==> config.mk <==
export PLATFORM = sky130hd
export DESIGN_NAME = ppps_sqrt
export DESIGN_NICKNAME = d
export VERILOG_FILES = /design/src/rtl/ppps_pkg.sv /design/src/rtl/ppps_sqrt.sv
export SDC_FILE = /design/constraint.sdc
export NUM_CORES = 2
export LEC_CHECK = 0
export ABC_CLOCK_PERIOD_IN_PS = 4300
export BUFFER_PORTS_ARGS = -buffer_cell sky130_fd_sc_hd__buf_2
export CORE_ASPECT_RATIO = 0.5
export CORE_MARGIN = 2
export CORE_UTILIZATION = 55
export DETAILED_ROUTE_END_ITERATION = 16
export GPL_ROUTABILITY_DRIVEN = 1
export MAX_ROUTING_LAYER = met4
export PLACE_DENSITY_LB_ADDON = 0.05
export SLEW_MARGIN = 5
export SYNTH_ARGS = -nofsm -noshare
export SYNTH_HDL_FRONTEND = slang
export SYNTH_SLANG_ARGS = --single-unit
==> constraint.sdc <==
create_clock -name clk -period 4.3 [get_ports clk]
set_clock_uncertainty 0.15 [all_clocks]
set_input_delay 0.215 -clock clk [delete_from_list [all_inputs] [get_ports clk]]
set_output_delay 0.215 -clock clk [all_outputs]
set_load 0.01 [all_outputs]
==> src/rtl/ppps_pkg.sv <==
package ppps_pkg;

  // Field widths of the stream and the registers.
  localparam int POS_W    = 24;
  localparam int RAD_W    = 12;
  localparam int FORCE_W  = 16;
  localparam int GAIN_W   = 24;
  localparam int CFG_IDX_W = 3;
  localparam int CFG_DAT_W = 24;

  // Internal datapath widths.
  localparam int D_W     = POS_W + 1;          // offset between two positions
  localparam int SQ_W    = 2 * D_W;            // sum of squares
  localparam int DQ_W    = D_W;                // distance, Q8
  localparam int DEN_W   = DQ_W + 1;           // distance plus one pixel
  localparam int PROD_W  = GAIN_W + FORCE_W;   // gain times force
  localparam int F_W     = 32;                 // force magnitude, Q8
  localparam int NUM_W   = F_W + D_W;          // force times offset
  localparam int ONE_PIX = 256;                // one pixel at Q8

  localparam logic signed [POS_W-1:0] POS_MAX = 24'sh7FFFFF;
  localparam logic signed [POS_W-1:0] POS_MIN = -24'sh800000;

  // Register indexes on the configuration port.
  localparam logic [CFG_IDX_W-1:0] CFG_PULL_RADIUS = 3'd0;
  localparam logic [CFG_IDX_W-1:0] CFG_PULL_FORCE  = 3'd1;
  localparam logic [CFG_IDX_W-1:0] CFG_PUSH_RADIUS = 3'd2;
  localparam logic [CFG_IDX_W-1:0] CFG_PUSH_FORCE  = 3'd3;
  localparam logic [CFG_IDX_W-1:0] CFG_GAIN        = 3'd4;

  localparam logic [GAIN_W-1:0] GAIN_RESET = 24'd65536;

  typedef enum logic [1:0] {
    ZONE_NONE = 2'd0,
    ZONE_PULL = 2'd1,
    ZONE_PUSH = 2'd2
  } zone_t;

  // Items carried beside the square root.
  typedef struct packed {
    logic signed [POS_W-1:0] mx;
    logic signed [POS_W-1:0] my;
    logic signed [D_W-1:0]   dx;
    logic signed [D_W-1:0]   dy;
  } sqrt_sb_t;

  // Items carried beside the force division.
  typedef struct packed {
    logic signed [POS_W-1:0] mx;
    logic signed [POS_W-1:0] my;
    logic signed [D_W-1:0]   dx;
    logic signed [D_W-1:0]   dy;
    logic [DQ_W-1:0]         dq;
    zone_t                   zone;
  } fdiv_sb_t;

  // Items carried beside the x step division.
  typedef struct packed {
    logic signed [POS_W-1:0] mx;
    logic                    neg;
    logic                    dq_zero;
    zone_t                   zone;
  } xdiv_sb_t;

  // Items carried beside the y step division.
  typedef struct packed {
    logic signed [POS_W-1:0] my;
    logic                    neg;
  } ydiv_sb_t;

endpackage

==> src/rtl/ppps_sqrt.sv <==
// Pipelined integer square root, one result bit per stage.
module ppps_sqrt #(
  parameter int OUT_W = ppps_pkg::DQ_W,
  parameter int SB_W  = 1
) (
  input  logic                 clk,
  input  logic                 rst_n,
  input  logic                 en,
  input  logic                 in_vld,
  input  logic [2*OUT_W-1:0]   radicand,
  input  logic [SB_W-1:0]      in_sb,
  output logic                 out_vld,
  output logic [OUT_W-1:0]     root,
  output logic [SB_W-1:0]      out_sb
);

  localparam int IN_W = 2 * OUT_W;
  localparam int RW   = OUT_W + 3;

  logic             vld_r  [0:OUT_W-1];
  logic [RW-1:0]    rem_r  [0:OUT_W-1];
  logic [OUT_W-1:0] root_r [0:OUT_W-1];
  logic [IN_W-1:0]  bits_r [0:OUT_W-1];
  logic [SB_W-1:0]  sb_r   [0:OUT_W-1];

  for (genvar k = 0; k < OUT_W; k++) begin : g_stage
    logic             vld_in;
    logic [RW-1:0]    rem_in;
    logic [OUT_W-1:0] root_in;
    logic [IN_W-1:0]  bits_in;
    logic [SB_W-1:0]  sb_in;
    logic [RW-1:0]    cur;
    logic [RW-1:0]    trial;
    logic             ge;

    if (k == 0) begin : g_first
      assign vld_in  = in_vld;
      assign rem_in  = '0;
      assign root_in = '0;
      assign bits_in = radicand;
      assign sb_in   = in_sb;
    end else begin : g_next
      assign vld_in  = vld_r[k-1];
      assign rem_in  = rem_r[k-1];
      assign root_in = root_r[k-1];
      assign bits_in = bits_r[k-1];
      assign sb_in   = sb_r[k-1];
    end

    // Bring down two radicand bits and try the next root bit.
    assign cur   = {rem_in[RW-3:0], bits_in[IN_W-1 -: 2]};
    assign trial = {1'b0, root_in, 2'b01};
    assign ge    = (cur >= trial);

    always_ff @(posedge clk) begin
      if (!rst_n) begin
        vld_r[k] <= 1'b0;
      end else if (en) begin
        vld_r[k] <= vld_in;
      end
    end

    always_ff @(posedge clk) begin
      if (en) begin
        rem_r[k]  <= ge ? (cur - trial) : cur;
        root_r[k] <= {root_in[OUT_W-2:0], ge};
        bits_r[k] <= {bits_in[IN_W-3:0], 2'b00};
        sb_r[k]   <= sb_in;
      end
    end
  end

  assign out_vld = vld_r[OUT_W-1];
  assign root    = root_r[OUT_W-1];
  assign out_sb  = sb_r[OUT_W-1];

endmodule

==> flow_metrics.py <==
metrics = {
    "clocking": {
        "numCtsBuffers": 142,
        "cts_tree": "yes",
        "cts_buffer_depth": 3,
        "clock_sinks": 1564,
        "cts-root-buf": "clkbuf_16",
        "ctsResizeCount": 0,
        "cts.clk_slew.worst_paths_ns": 0.06,
        "clock_latency_ns": 0.77,
        "htree_levels": 4,
    },
    "critical_path": {
        "path_buf_inv": 0,
        "worstSetupPathType": "reg -> reg",
        "cp_max_fo": 4,
        "cp.arrival_ns": 4.11,
        "slowest_stage": "or4b_2",
        "start_kind": "flip-flop",
        "worstPathCellList": "ha_1, nor2b_1, o31a_1, o31ai_1, a211oi_1, nor3_1, and3b_1, o21ai_0, or4b_2, xnor2_1",
        "r2r_start": "rem_r[8][0]",
        "cp.required_ns": 4.65,
        "cp-startpoint": "rem_r[8][0]",
        "critPathTopFamily": "simple AND/OR/NAND/NOR gates",
        "endpoint_kind": "flip-flop",
        "max_stage_delay_ns": 0.62,
    },
    "place": {
        "io_buffers": 81,
        "pre_cts_ws_ns": 0.514,
        "dp_hpwl_um": 90800,
        "gp_congestion": 0.956,
        "numPlacedInstances": 7128,
    },
    "job": {
        "drv_cap": 0,
    },
    "power_and_ir_drop": {
        "ir_drop_uv": 363,
        "leakagePower_nw": 30.8,
        "power.total_mw": 40.5,
        "power_density_nw_per_um2": 507,
    },
    "routing": {
        "vias_per_cell": 5.49,
        "drtIter0Drc": 2713,
        "firstDrtPassIters": 5,
        "wire_per_inst_um": 17.1,
        "postRouteWirelength_um": 128000,
        "drcViolationCount": 0,
        "ant_nets": 0,
        "vias": 41100,
    },
    "hold_path": {
        "hold_path_startpoint": "radicand[48]",
        "hold_class": "in -> reg",
    },
    "synthesis": {
        "synth_xor_area_frac": 0.0586,
        "synthSimpleGateAreaFrac": 0.0947,
        "yosysMostFrequentCell": "edfxtp_1",
        "synth_fa_ha_area_frac": 0.0618,
        "async_reset_ff_frac": 0,
        "synth_top_area_cell": "edfxtp_1",
        "synth.distinct_cells": 81,
        "avgSynthCellArea_um2": 13.3,
        "yosys.area.top_type_share": 0.658,
        "synth_warnings": 0,
        "ys_top_cells_by_count": "edfxtp_1 (1563), inv_1 (438), nand2_1 (360), ha_1 (352), a21oi_1 (328)",
        "synth_top_family_by_area": "simple AND/OR/NAND/NOR gates",
        "synth_edf_count": 1563,
        "synth_area_um2": 71300,
        "synthFlopType": "edfxtp_1",
        "syn-instance-count": 5363,
        "netlist_top_cells_area": "edfxtp_1 (66%), ha_1 (6.2%), xnor2_1 (3.1%)",
        "seq_area_frac_synth": 0.658,
        "syn-num-nets": 5770,
        "synth.mux.area_fraction": 0.0125,
        "ys_seq_elements": 1564,
        "synth-compound-area-share": 0.0861,
    },
    "sta": {
        "rsz0062_at_grt": "false",
        "slew_headroom": 0.264,
        "holdWs_ns": 0.153,
        "max_freq_mhz": 266,
        "finalCriticalPeriod_ns": 3.76,
        "postLayoutSetupSlackWorst_ns": 0.538,
        "tightest_slew_ns": 1.10,
        "period_share": 0.875,
        "finalSetupViolCount": 0,
        "hold_viol_final": 0,
        "slew_viol_final": 0,
        "fin_setup_tns_ns": 0,
    },
    "global_routing": {
        "grt_max_degree": 126,
        "grt_pass1_wl_um": 207000,
        "track_usage": 0.199,
        "antenna_found_initial": 0,
        "overflow": 0,
        "first_global_vias": 41200,
    },
    "die": {
        "core.rowCount": 93,
        "die_area_um2": 133000,
        "die_x_um": 513,
        "start_util": 0.554,
        "boundaryPins": 82,
        "core_um2": 129000,
        "die_h_um": 259,
    },
    "layout": {
        "area_growth_pct": 12.1,
        "nNetsFinal": 6075,
        "drive_above_1_share": 0.0811,
        "antenna_cells": 0,
        "multi_input_area_um2": 22400,
        "seqCellArea_um2": 47000,
        "nFillCells": 9622,
        "fin_cells": 7491,
    },
    "status": {
        "status": "completed",
    },
}
final cells by class:
type / count / share of cell area
flip-flops and latches: 1564 / 0.587
inverters: 439 / 0.0206
multi-input cells: 3272 / 0.280
clock buffers: 176 / 0.0466
repair buffers: 249 / 0.0258
well taps: 1710 / 0.0268
clock inverters: 81 / 0.0127
logic make-up after synthesis:
kind of cell    count (synthesis)
simple gates                 1362
xor+xnor                      477
flops                        1564
fa+ha+maj                     352
mux                            80
compound gates               1000
buf+inv                       527
other cells                     1
worst paths after layout:
kind                                  endpoint  slack, ns  cells after the start
worst min-delay path               rem_r[0][0]       0.15                      3
worst max register to register    rem_r[8][50]       0.54                     10
worst min register to register  bits_r[1][188]       0.26                      0
worst max-delay path              rem_r[8][50]       0.54                     10
power by group:
group          internal [mW]  switching [mW]
Clock                   7.28            5.66
Combinational           3.25            4.16
Sequential              19.1            1.05
worst min-delay path, delay by kind of cell:
kind / cells / cell delay, ns
simple gates: 1 / 0.04
buf+inv: 2 / 0.64
cells in the final DEF, fill, tap and decap left out, types with 139 or more instances in the layout:
cell / netlist / final
o21ai_0: 255 / 255
xnor2_1: 252 / 252
edfxtp_1: 1563 / 1563
inv_1: 438 / 438
a21oi_1: 328 / 328
nor3_1: 141 / 139
nor2_1: 309 / 309
clkbuf_16: 0 / 144
nand2_1: 360 / 360
ha_1: 352 / 352
xor2_1: 225 / 225
sequential cells by signal, indices dropped and copies added, names as in the netlist:
| signal | cells |
|---|---|
| bits_r | 600 |
| rem_r | 589 |
| root_r | 325 |
| sb_r | 25 |
| vld_r | 25 |
routing by layer:
| metal | GRT usage | part of all wire | up-vias |
|---|---|---|---|
| li1 | - | - | 20400 |
| met1 | 0.233 | 0.42 | 19700 |
| met2 | 0.341 | 0.50 | 738 |
| met3 | 0.0300 | 0.035 | 297 |
| met4 | 0.0871 | 0.040 | 0 |
| met5 | - | 0 | - |
metrics by stage:
step / cell area [µm²] / util
6_report: 80000 / 0.621
5_1_grt: 80000 / 0.621
4_1_cts: 80000 / 0.621
3_5_place_dp: 74200 / 0.576
3_3_place_gp: 74200 / 0.576
2_1_floorplan: 71300 / -
what timing repair did:
item	4_1_cts	5_1_grt
hold endpoints to repair	162	0
setup buffers	0	0
hold buffers	106	0
Power figures use the tool's default switching activity.
