[src/rtl/ppps_pkg.sv]
package ppps_pkg;

  // Field widths of the stream and the registers.
  localparam int POS_W    = 24;
  localparam int RAD_W    = 12;
  localparam int FORCE_W  = 16;
  localparam int GAIN_W   = 24;
  localparam int CFG_IDX_W = 3;
  localparam int CFG_DAT_W = 24;

  // Internal datapath widths.
  localparam int D_W     = POS_W + 1;          // offset between two positions
  localparam int SQ_W    = 2 * D_W;            // sum of squares
  localparam int DQ_W    = D_W;                // distance, Q8
  localparam int DEN_W   = DQ_W + 1;           // distance plus one pixel
  localparam int PROD_W  = GAIN_W + FORCE_W;   // gain times force
  localparam int F_W     = 32;                 // force magnitude, Q8
  localparam int NUM_W   = F_W + D_W;          // force times offset
  localparam int ONE_PIX = 256;                // one pixel at Q8

  localparam logic signed [POS_W-1:0] POS_MAX = 24'sh7FFFFF;
  localparam logic signed [POS_W-1:0] POS_MIN = -24'sh800000;

  // Register indexes on the configuration port.
  localparam logic [CFG_IDX_W-1:0] CFG_PULL_RADIUS = 3'd0;
  localparam logic [CFG_IDX_W-1:0] CFG_PULL_FORCE  = 3'd1;
  localparam logic [CFG_IDX_W-1:0] CFG_PUSH_RADIUS = 3'd2;
  localparam logic [CFG_IDX_W-1:0] CFG_PUSH_FORCE  = 3'd3;
  localparam logic [CFG_IDX_W-1:0] CFG_GAIN        = 3'd4;

  localparam logic [GAIN_W-1:0] GAIN_RESET = 24'd65536;

  typedef enum logic [1:0] {
    ZONE_NONE = 2'd0,
    ZONE_PULL = 2'd1,
    ZONE_PUSH = 2'd2
  } zone_t;

  // Items carried beside the square root.
  typedef struct packed {
    logic signed [POS_W-1:0] mx;
    logic signed [POS_W-1:0] my;
    logic signed [D_W-1:0]   dx;
    logic signed [D_W-1:0]   dy;
  } sqrt_sb_t;

  // Items carried beside the force division.
  typedef struct packed {
    logic signed [POS_W-1:0] mx;
    logic signed [POS_W-1:0] my;
    logic signed [D_W-1:0]   dx;
    logic signed [D_W-1:0]   dy;
    logic [DQ_W-1:0]         dq;
    zone_t                   zone;
  } fdiv_sb_t;

  // Items carried beside the x step division.
  typedef struct packed {
    logic signed [POS_W-1:0] mx;
    logic                    neg;
    logic                    dq_zero;
    zone_t                   zone;
  } xdiv_sb_t;

  // Items carried beside the y step division.
  typedef struct packed {
    logic signed [POS_W-1:0] my;
    logic                    neg;
  } ydiv_sb_t;

endpackage

[src/rtl/ppps_div.sv]
// Pipelined restoring divider, one quotient bit per stage. The quotient must
// fit in QUO_W bits; the divisor travels with each item.
module ppps_div #(
  parameter int NUM_W = ppps_pkg::NUM_W,
  parameter int DEN_W = ppps_pkg::DQ_W,
  parameter int QUO_W = ppps_pkg::F_W,
  parameter int SB_W  = 1
) (
  input  logic              clk,
  input  logic              rst_n,
  input  logic              en,
  input  logic              in_vld,
  input  logic [NUM_W-1:0]  num,
  input  logic [DEN_W-1:0]  den,
  input  logic [SB_W-1:0]   in_sb,
  output logic              out_vld,
  output logic [QUO_W-1:0]  quo,
  output logic [SB_W-1:0]   out_sb
);

  logic             vld_r [0:QUO_W-1];
  logic [DEN_W-1:0] rem_r [0:QUO_W-1];
  logic [DEN_W-1:0] den_r [0:QUO_W-1];
  logic [QUO_W-1:0] nq_r  [0:QUO_W-1];
  logic [SB_W-1:0]  sb_r  [0:QUO_W-1];

  for (genvar k = 0; k < QUO_W; k++) begin : g_stage
    logic             vld_in;
    logic [DEN_W-1:0] rem_in;
    logic [DEN_W-1:0] den_in;
    logic [QUO_W-1:0] nq_in;
    logic [SB_W-1:0]  sb_in;
    logic [DEN_W:0]   cur;
    logic [DEN_W:0]   diff;
    logic             ge;

    if (k == 0) begin : g_first
      assign vld_in = in_vld;
      assign rem_in = DEN_W'(num >> QUO_W);
      assign den_in = den;
      assign nq_in  = num[QUO_W-1:0];
      assign sb_in  = in_sb;
    end else begin : g_next
      assign vld_in = vld_r[k-1];
      assign rem_in = rem_r[k-1];
      assign den_in = den_r[k-1];
      assign nq_in  = nq_r[k-1];
      assign sb_in  = sb_r[k-1];
    end

    // Shift in the next dividend bit and subtract where it fits.
    assign cur  = {rem_in, nq_in[QUO_W-1]};
    assign diff = cur - {1'b0, den_in};
    assign ge   = (cur >= {1'b0, den_in});

    always_ff @(posedge clk) begin
      if (!rst_n) begin
        vld_r[k] <= 1'b0;
      end else if (en) begin
        vld_r[k] <= vld_in;
      end
    end

    always_ff @(posedge clk) begin
      if (en) begin
        rem_r[k] <= ge ? diff[DEN_W-1:0] : cur[DEN_W-1:0];
        den_r[k] <= den_in;
        nq_r[k]  <= {nq_in[QUO_W-2:0], ge};
        sb_r[k]  <= sb_in;
      end
    end
  end

  assign out_vld = vld_r[QUO_W-1];
  assign quo     = nq_r[QUO_W-1];
  assign out_sb  = sb_r[QUO_W-1];

endmodule

[config.mk]
export PLATFORM = sky130hd
export DESIGN_NAME = ppps_div
export DESIGN_NICKNAME = d
export VERILOG_FILES = /design/src/rtl/ppps_pkg.sv /design/src/rtl/ppps_div.sv
export SDC_FILE = /design/constraint.sdc
export NUM_CORES = 2
export LEC_CHECK = 0
export ABC_CLOCK_PERIOD_IN_PS = 7900
export BUFFER_PORTS_ARGS = -buffer_cell sky130_fd_sc_hd__buf_2
export CORE_MARGIN = 5
export CORE_UTILIZATION = 35
export DETAILED_ROUTE_END_ITERATION = 12
export PLACE_DENSITY_LB_ADDON = 0.25
export SLEW_MARGIN = 20
export SYNTH_ARGS = -nofsm -noshare
export SYNTH_HDL_FRONTEND = slang
export SYNTH_SLANG_ARGS = --single-unit
[constraint.sdc]
create_clock -name clk -period 7.9 [get_ports clk]
set_clock_uncertainty 0.05 [all_clocks]
set_input_delay 1.58 -clock clk [delete_from_list [all_inputs] [get_ports clk]]
set_output_delay 1.58 -clock clk [all_outputs]
set_load 0.01 [all_outputs]
==> key figures <==
Hold path
  • Worst Hold Depth: 0
  • Hold Path Origin: nq_r[0][347]
  • Worst min-delay path class: flip-flop to flip-flop
  • Worst Hold End: nq_r[0][380]

Synthesis
  • Ys async rst share: 0%
  • Yosys reg bits: 2,638
  • Mapped cell area: between 100,000 and 150,000 µm²
  • Ys Warns: 0
  • Post-synth EDFFs: 2,637
  • Most used DFF post-synth: edfxtp_1
  • Post-synthesis cell count: a little over 10,000
  • Sequential-to-total area share from yosys stat: between 60 and 70%
  • Syn avg cell area: about 13 µm²
  • Syn nets: approximately 11,000
  • Unique masters post-synth: approximately 90

Timing
  • Max Fclk: 203 MHz
  • Final slew viol count: 0
  • Hold WS: about 0.34 ns
  • # setup viols final: 0
  • TNS Setup: 0 ns
  • Slew Limit Headroom: a little over a fifth
  • Crit share post-route: roughly 62%
  • Min Tclk post-route: roughly 4.9 ns
  • Worst-Margin Slew: 1.18 ns
  • Final Hold Fails: 0
  • Unrepaired setup endpoints after global routing: false
  • Final worst setup slack: between 2 and 3 ns

CTS
  • Clk_lat worst skew: ~0.91 ns
  • # Post-CTS Setup Buffers: 0
  • CTS tree: yes
  • Clock root buffer: clkbuf_16
  • Post-CTS Hold Buffers: 0
  • CTS max path bufs: 4
  • Resized cells post-CTS: 0
  • Clock Sinks: approximately 2,600
  • Htree depth: 5
  • Worst-path clk slew: approximately 0.06 ns
  • CTS Buf Count: between 300 and 400

Detailed routing
  • DRT Pass-1 Iters: 5
  • Via count: just under 80,000
  • Iteration-0 DRC count of the detailed router: roughly 6,000
  • Vias per cell: 5.07
  • Residual DRC count: 0
  • Antenna viol nets, final: 0
  • Final Routed Wirelength: 295,000 µm
  • Avg WL per Cell: 19.0 µm

Floorplanning
  • Die span in y: slightly above 600 µm
  • Starting Density: a little over a third
  • Top-level port count: roughly 120
  • Placeable Area: around 370,000 µm²
  • Full die area: 381,000 µm²
  • Rows: 223
  • Chip Width: ~600 µm

Layout
  • Final design utilization: roughly two fifths
  • Area added between synthesis and finish: 13.0%
  • Most frequent cells in the layout: edfxtp_1, inv_1, a21oi_1
  • Final nets: approximately 11,000
  • Post-route cell area: around 150,000 µm²
  • Leading cell type in the layout, fill and taps excluded: edfxtp_1
  • Share of cells above drive strength 1: a little under a tenth
  • Fin cells: ~16,000

Global route
  • Number of global-route vias before repair: roughly 80,000
  • Global-route wire length before repair: 457,000 µm
  • Initial antenna violation count: 12
  • GRT Resource Usage Total: approximately 15%
  • GR Overflow Total: 0
  • Pin count of the biggest net entering global routing: about 180

Run
  • # Max-Cap Violations: 0

Power and ir drop
  • Clk pwr share: between 20% and 30%
  • Leakage: between 50 and 60 nW
  • Worst ir drop on vdd: between 0.00015 and 0.0002 V
  • Internal: 38.2 mW
  • Seq pwr share: between 30% and 40%
  • Net Switching: about 21 mW
  • Comb power frac: between 30% and 40%
  • Pwr/cell area: roughly 400 nW/µm²
  • Power, Total: 59.2 mW
  • Sw Ratio: a little over a third

Worst setup path
  • CP startpoint kind: flip-flop
  • Worst flop-to-flop path endpoint: rem_r[0][365]
  • Crit path max fanout: 26
  • Critical Path AT: roughly 5.5 ns
  • Kind of critical path: flip-flop to flip-flop
  • Worst Reg-to-Reg Cells: 13
  • Reg2Reg Setup Slack: between 2 and 3 ns
  • Critical R2R Launch: nq_r[0][447]
  • CP endpoint kind: flip-flop
  • CP required: 8.47 ns

Placement
  • I/O Buffers: 120
  • DP Cell Count: roughly 15,000
  • Placed instance area: around 140,000 µm²
  • Routability congestion estimate: just under 0.9
  • Worst slack, placed: 2.53 ns
  • Hpwl dp: between 200,000 and 250,000 µm

Outcome
  • Status: finished, final reports clean
==> worst max-delay path, stage by stage, from the launching register on <==
cell and delay (ns):
edfxtp_1 0.36, inv_1 0.08, ha_1 0.17, inv_1 0.06, fa_1 0.42, a21oi_1 0.19
o21ai_0 0.13, a31oi_1 0.55, o211ai_1 0.30, o31a_1 0.35, a311oi_1 0.62, or4b_1 0.24
nand3_2 0.59, mux2_2 0.52
==> layout make-up <==
type | instances | area (µm²)
multi-input cells | 6322 | 45300
fillers | 34600 | 222000
flip-flops and latches | 2638 | 79200
clock inverters | 190 | 2130
clock buffers | 374 | 8060
diodes | 3 | 7.51
repair buffers | 180 | 1220
well taps | 4837 | 6050
inverters | 1032 | 3870
==> power by group through the flow <==
| stage | registers (mW) | clock network, mW | logic, mW |
|---|---|---|---|
| 2_1_floorplan | 20.9 | 0 | 17.6 |
| 3_3_place_gp | 22.0 | 0 | 22.7 |
| 3_5_place_dp | 22.0 | 0 | 23.0 |
| 6_report | 21.7 | 14.3 | 23.2 |
| 4_1_cts | 21.8 | 14.9 | 23.2 |
| 5_1_grt | 22.0 | 15.5 | 25.9 |
==> worst max-delay path by stage <==
stage	slack [ns]	depth (start not counted)	endpoint	from
4_1_cts	3.06	13	rem_r[0][365]	nq_r[0][447]
6_report	2.98	13	rem_r[0][365]	nq_r[0][447]
5_1_grt	2.78	13	rem_r[0][365]	nq_r[0][447]
3_3_place_gp	2.57	15	rem_r[0][8]	num[31]
2_1_floorplan	3.56	11	rem_r[0][7]	den[4]
3_5_place_dp	2.53	15	rem_r[0][7]	num[31]
==> cell families (layout without fill, tap and decap cells) <==
logic type / Yosys count / count (layout) / synth area share, %
buffers and inverters: 1243 / 1776 / 3.65
AND/OR/NAND/NOR: 2058 / 2058 / 7.52
AO/OA/AOI/OAI: 2451 / 2451 / 11.9
multiplexers: 343 / 343 / 3.00
adder cells (fa/ha/maj): 831 / 831 / 8.23
other: 0 / 3 / 0
XOR/XNOR: 639 / 639 / 4.33
flip-flops: 2638 / 2638 / 61.4
==> per-layer routing <==
layer / vias to the layer above / share of wire (%) / global-route usage, %
li1: 38400 / - / -
met1: 38400 / 47 / 21.2
met2: 1690 / 46 / 24.2
met3: 461 / 4.4 / 2.19
met4: 0 / 2.6 / 3.83
met5: - / 0 / 0
==> registers in the layout, indices dropped and copies added (netlist names) <==
signal,cells
nq_r,1024
rem_r,775
den_r,775
sb_r,32
vld_r,32
==> Yosys cell counts, types with 17 or more instances <==
cell / instances / share of area (%)
fa_1: 31 / 0.48
nor2b_1: 107 / 0.52
a221oi_1: 20 / 0.14
a31o_2: 19 / 0.13
nor3_1: 98 / 0.38
a21boi_0: 19 / 0.11
nor4_1: 39 / 0.19
or3_1: 28 / 0.14
o31ai_1: 46 / 0.27
buf_2: 26 / 0.10
a21o_1: 345 / 2.0
clkbuf_1: 174 / 0.51
nand3_1: 143 / 0.55
o22ai_1: 17 / 0.082
o31a_1: 19 / 0.13
a211o_1: 27 / 0.18
nand4_1: 111 / 0.54
or2_2: 19 / 0.092
nand2b_1: 82 / 0.40
xnor2_1: 374 / 2.5
mux2_2: 305 / 2.7
a211oi_1: 66 / 0.38
nand2_1: 654 / 1.9
and3_1: 115 / 0.56
inv_1: 1029 / 3.0
o21a_1: 100 / 0.58
a31oi_1: 70 / 0.34
o21ai_0: 556 / 2.2
ha_1: 800 / 7.8
mux2i_1: 21 / 0.16
o211ai_1: 45 / 0.26
a21oi_1: 821 / 3.2
o21bai_1: 85 / 0.49
nor2_1: 556 / 1.6
a2111oi_0: 17 / 0.12
edfxtp_1: 2637 / 61
and4_1: 18 / 0.12
a41oi_1: 17 / 0.12
xor2_1: 265 / 1.8
and2_1: 27 / 0.13
Power figures use the tool's default switching activity.
